==> config.mk <==
export PLATFORM = sky130hd
export DESIGN_NAME = wnms_cell
export DESIGN_NICKNAME = d
export VERILOG_FILES = /design/src/sv/wnms_pkg.sv /design/src/sv/wnms_cell.sv
export SDC_FILE = /design/constraint.sdc
export NUM_CORES = 1
export LEC_CHECK = 0
export BUFFER_PORTS_ARGS = -buffer_cell sky130_fd_sc_hd__buf_2
export CAP_MARGIN = 20
export CORE_MARGIN = 2
export CORE_UTILIZATION = 40
export DETAILED_ROUTE_END_ITERATION = 7
export PLACE_DENSITY = 0.78
export REMOVE_ABC_BUFFERS = 1
export SLEW_MARGIN = 40
export SYNTH_ARGS = -nofsm -noshare
export SYNTH_HDL_FRONTEND = slang
export SYNTH_SLANG_ARGS = --single-unit
==> constraint.sdc <==
create_clock -name clk -period 3.3 [get_ports clk]
set_clock_uncertainty 0.2 [all_clocks]
set_input_delay 0.165 -clock clk [delete_from_list [all_inputs] [get_ports clk]]
set_output_delay 0.165 -clock clk [all_outputs]
set_load 0.02 [all_outputs]
==> src/sv/wnms_pkg.sv <==
// Shared types, sizes and helpers of the window non-max suppression block.
// No dependencies; the interface, cell and top-level files import this package.
package wnms_pkg;

	// Frame and window limits
	localparam int MAX_WIDTH  = 1024;
	localparam int MAX_HEIGHT = 1024;
	localparam int MAX_RADIUS = 4;

	// Line store: one bank per buffered row
	localparam int RING_ROWS = 2 * MAX_RADIUS + 2;
	localparam int RING_W    = $clog2(RING_ROWS);

	// Chain of column summaries behind the newest one
	localparam int CHAIN_LEN = 2 * MAX_RADIUS;
	localparam int CIDX_W    = $clog2(CHAIN_LEN);

	// Counter widths
	localparam int COL_W  = $clog2(MAX_WIDTH);
	localparam int ROW_W  = $clog2(MAX_HEIGHT);
	localparam int IROW_W = $clog2(MAX_HEIGHT + MAX_RADIUS + 1);
	localparam int RCNT_W = $clog2(MAX_RADIUS + 1);

	// Fixed field widths
	localparam int SIZE_W   = 11;
	localparam int RADR_W   = 3;
	localparam int POS_W    = 10;
	localparam int DATA_W   = 32;
	localparam int ADDR_W   = 4;

	// Register map (index = paddr[3:2])
	localparam logic [1:0] REG_FRAME_WIDTH  = 2'd0;
	localparam logic [1:0] REG_FRAME_HEIGHT = 2'd1;
	localparam logic [1:0] REG_RADIUS       = 2'd2;
	localparam logic [1:0] REG_SUPPRESSED   = 2'd3;

	typedef logic signed [DATA_W-1:0] sample_t;

	localparam sample_t SAMPLE_MIN = {1'b1, {(DATA_W-1){1'b0}}};

	// One column summary: input row it was built at, column max, center-row pixel
	typedef struct packed {
		logic [IROW_W-1:0] row;
		sample_t           colmax;
		sample_t           center;
	} cell_t;

	function automatic sample_t smax(input sample_t a, input sample_t b);
		return (a > b) ? a : b;
	endfunction

endpackage

==> src/sv/wnms_cell.sv <==
// One cell of the column-summary chain: holds a summary, passes it on when
// the chain shifts, and offers its column max when it lies in the window row.
// Depends on wnms_pkg.
module wnms_cell (
	input  logic                        clk,
	input  logic                        shift,
	input  wnms_pkg::cell_t             cell_in,
	input  logic                        tap_en,
	input  logic [wnms_pkg::IROW_W-1:0] center_row,
	output wnms_pkg::cell_t             cell_out,
	output wnms_pkg::sample_t           masked
);
	import wnms_pkg::*;

	cell_t data_q;

	always_ff @(posedge clk) begin
		if (shift) begin
			data_q <= cell_in;
		end
	end

	assign cell_out = data_q;
	// only summaries of the same output row and inside the window count
	assign masked = (tap_en && data_q.row == center_row) ? data_q.colmax : SAMPLE_MIN;
endmodule

; Word-level counts from Yosys, hierarchy flattened
; Cells that the tools add are included.
; Widths: inputs -> output; s select.
[op_classes]
eq_ne = 1
mux = 1
reduce_logical = 1
[ops]
columns = op, count
row1 = $mux 32, 1
row2 = $eq 11x11->1, 1
row3 = $logic_and 1x1->1, 1
[word_totals]
reg_bits = 75
input_bits = 89
out_inout_bits = 107

; Logic depth before layout (Yosys ltp)
[depth]
ltp_word = 3
ltp_mapped = 4
depth_no_buf = 3

; Worst setup path before layout
; OpenSTA, ideal clock, no wires.
[synth_path]
path_type = register to output
start = register data_q (netlist bit cell_out[68])
end = output masked[21]
t_arrival_ns = 1.780
t_required_ns = 2.935
path_slack_ns = 1.155
path_stages_with_launch = 5
n_path_buf = 1
cell_sequence = edfxtp_1 > xnor2_1 > nand4_1 > clkbuf_1 > nor4_1
[synth_via]
elab_chain_len = 3
[synth_lines]
columns = element, line
row1 = start: declaration, wnms_cell.sv:15  ; cell_t data_q;
row2 = start signal: assignment, wnms_cell.sv:19  ; data_q <= cell_in;
row3 = $eq 11x11->1, wnms_cell.sv:25  ; assign masked = (tap_en && data_q.row == center_row) ? data_q.colmax : SAMPLE_MIN;
row4 = $logic_and 1x1->1, wnms_cell.sv:25
row5 = $mux 32, wnms_cell.sv:25
row6 = end: declaration, wnms_cell.sv:11  ; output wnms_pkg::sample_t masked
; No other way between the ends.

; Final worst setup path
[layout_path]
start = register data_q (netlist bit cell_out[72])
end = output masked[17]
; Same word-level chain as after synthesis.

==> impl_metrics.xml <==
<?xml version="1.0" encoding="UTF-8"?>
<metrics>
  <group name="critical_path">
    <metric name="worst-path-buf-inv" unit="">2</metric>
    <metric name="path_class" unit="">flip-flop to output port</metric>
    <metric name="crit_path_cell_trace" unit="">xnor2_1 -&gt; nand4_1 -&gt; buf_4 -&gt; nor4_1 -&gt; buf_2</metric>
    <metric name="critical_path.startpoint_type" unit="">flip-flop</metric>
    <metric name="critical_path.endpoint_type" unit="">output port</metric>
    <metric name="critical_path_required" unit="ps">2930</metric>
    <metric name="crit_path_max_delay_cell_type" unit="">edfxtp_1</metric>
    <metric name="critical_path.max_stage_delay" unit="ps">410</metric>
    <metric name="critical_path_arrival" unit="ps">2220</metric>
    <metric name="path_delay_family" unit="">simple AND/OR/NAND/NOR gates</metric>
    <metric name="worst_path_fanout_max" unit="">24</metric>
  </group>
  <group name="route">
    <metric name="drtAntennaViolNets" unit="">0</metric>
    <metric name="routedWlPerCell" unit="µm">18.2</metric>
    <metric name="drt_first_iter_violations" unit="">149</metric>
    <metric name="wl" unit="µm">9920</metric>
    <metric name="post_drt_via_cell_ratio" unit="">5.06</metric>
    <metric name="vias" unit="">2759</metric>
    <metric name="dr.pass1.iters" unit="">4</metric>
    <metric name="post-route-drc-count" unit="">0</metric>
  </group>
  <group name="synth">
    <metric name="synth.yosys.seq_area_share" unit="">0.789</metric>
    <metric name="synth-warning-count" unit="">0</metric>
    <metric name="syn-instance-count" unit="">174</metric>
    <metric name="synth_area_per_cell" unit="µm²">16.4</metric>
    <metric name="mappedNetlistArea" unit="µm²">2850</metric>
    <metric name="synthDistinctLibCells" unit="">11</metric>
    <metric name="ff_latch_count_synth" unit="">75</metric>
  </group>
  <group name="clock_network">
    <metric name="cts_buffers" unit="">9</metric>
    <metric name="post_cts_setup_buffers" unit="">0</metric>
    <metric name="clock_tree_from_tritoncts" unit="">yes</metric>
    <metric name="ctsLongestPathBuffers" unit="">2</metric>
    <metric name="numClockSinks" unit="">75</metric>
    <metric name="h-tree-depth" unit="">3</metric>
    <metric name="clock-root-buffer" unit="">clkbuf_8</metric>
    <metric name="cts.clk_slew.worst_paths" unit="ps">90</metric>
  </group>
  <group name="finish">
    <metric name="post_route_cells_drive_above_1_share" unit="">0.483</metric>
    <metric name="flip_flop_count_of_the_largest_register_all_copies_and_words_added" unit="">75</metric>
    <metric name="layout-area-overhead-vs-synth" unit="%">72.4</metric>
    <metric name="final_common_cell" unit="">buf_2</metric>
    <metric name="mostFrequentLayoutCells" unit="">buf_2 (194), edfxtp_1 (75), dlygate4sd3_1 (75), nand4_1 (33), nor4_1 (31)</metric>
    <metric name="num-nets-final" unit="">533</metric>
    <metric name="final_design_area_no_fill" unit="µm²">4920</metric>
    <metric name="diodes" unit="">0</metric>
  </group>
  <group name="floorplan">
    <metric name="fp.coreArea" unit="µm²">6830</metric>
    <metric name="die_height" unit="µm">88.5</metric>
    <metric name="initial_core_util" unit="">0.418</metric>
    <metric name="chipWidth" unit="µm">88.5</metric>
    <metric name="rows" unit="">30</metric>
    <metric name="design.die.area" unit="µm²">7820</metric>
    <metric name="io-pin-count" unit="">196</metric>
  </group>
  <group name="placed_design">
    <metric name="routabilityCongestion" unit="">0.747</metric>
    <metric name="dpl_cell_area" unit="µm²">3950</metric>
    <metric name="post-place-ws" unit="ps">1140</metric>
    <metric name="hpwlAfterDp" unit="µm">5660</metric>
    <metric name="buffer_ports.inserted" unit="">195</metric>
  </group>
  <group name="sta">
    <metric name="post_route_fraction_of_the_period_consumed_by_the_critical_path" unit="">0.784</metric>
    <metric name="timing.setup.tns" unit="ps">0</metric>
    <metric name="grt_setup_unrepaired" unit="">false</metric>
    <metric name="actual_slew_at_the_worst_max_slew_pin" unit="ps">407</metric>
    <metric name="hold_viol" unit="">0</metric>
    <metric name="max_clock_freq" unit="GHz">0.387</metric>
    <metric name="report.final.slew_viol_count" unit="">0</metric>
    <metric name="max-slew-margin-rel" unit="">0.728</metric>
    <metric name="setup_viol" unit="">0</metric>
    <metric name="final.hold.worst_slack" unit="ps">66.9</metric>
    <metric name="post-route-min-period" unit="ps">2590</metric>
    <metric name="final_setup_slack_of_the_worst_path" unit="ps">713</metric>
  </group>
  <group name="global_route">
    <metric name="gr-usage-all-layers" unit="">0.249</metric>
    <metric name="overflow" unit="">0</metric>
    <metric name="grt_antenna_before_repair" unit="">0</metric>
    <metric name="grt_pass1_wl" unit="µm">13900</metric>
    <metric name="number_of_global_route_vias_before_repair" unit="">2659</metric>
    <metric name="grt_start_max_net_pins" unit="">48</metric>
  </group>
  <group name="job">
    <metric name="drv_cap" unit="">0</metric>
  </group>
  <group name="hold_path">
    <metric name="min-delay-path-class" unit="">input pin to flip-flop</metric>
  </group>
  <group name="run_status">
    <metric name="status" unit="">finished clean</metric>
  </group>
  <group name="pwr">
    <metric name="power.density" unit="nW/µm²">480</metric>
    <metric name="leakage" unit="nW">2.10</metric>
    <metric name="vdd.ir_drop.worst" unit="V">0.000407</metric>
  </group>
</metrics>
-- through the flow --
step            util  std cells  total power, mW
6_report       0.720        545             2.36
3_3_place_gp   0.576        453             1.50
2_1_floorplan      -        156             1.34
3_5_place_dp   0.579        454             1.52
5_1_grt        0.720        545             2.44
4_1_cts        0.720        545             2.34
-- synthesized netlist by cell type --
cell | n | area [µm²]
nor4_1 | 31 | 194
xnor2_1 | 8 | 70.1
clkbuf_1 | 16 | 60.1
inv_1 | 1 | 3.75
or4_1 | 1 | 7.51
nand2b_1 | 5 | 31.3
edfxtp_1 | 75 | 2250
nand4b_1 | 1 | 8.76
nand4_1 | 33 | 206
buf_2 | 2 | 10.0
o2111ai_1 | 1 | 8.76
-- logic make-up (layout without fill, tap and decap cells) --
group                  count (synthesis)  in the layout  share of synthesized area
flip-flops                            75             75                      0.789
AND/OR/NAND/NOR                       71             71                      0.157
buffers and inverters                 19            294                     0.0259
XOR/XNOR                               8              8                     0.0246
AO/OA/AOI/OAI                          1              1                    0.00307
-- final timing paths --
path                           to         start  cells past startpoint  slack (ps)
worst max-delay path   masked[17]  cell_out[72]                      5         710
worst min-delay path  cell_out[6]         shift                      1          70
-- per-layer routing --
metal | part of all wire | track usage | up-vias
met2 | 0.51 | 0.435 | 176
met3 | 0.081 | 0.0802 | 20
met5 | 0 | 0 | -
li1 | - | - | 1267
met4 | 0.025 | 0.0937 | 0
met1 | 0.38 | 0.286 | 1296
-- where the power goes --
part / switching, mW / leakage (nW) / internal [mW]
registers: 0.0364 / 0.734 / 1.13
logic: 0.238 / 1.26 / 0.174
clock network: 0.353 / 0.109 / 0.428
-- final cells by class --
type                            instances  area [µm²]
Clock buffer                           10         128
Fill cell                             470        1910
Clock inverter                          6        86.3
Inverter                                1        3.75
Multi-Input combinational cell         80         533
Sequential cell                        75        2250
Tap cell                               96         120
Timing Repair Buffer                  277        1790
-- timing repair --
| item | CTS | global route |
|---|---|---|
| hold endpoints to repair | 75 | 0 |
| setup endpoints to repair | 0 | 0 |
| gates resized for setup | 0 | 0 |
| hold buffers | 75 | 0 |
(Power assumes the default switching activity.)
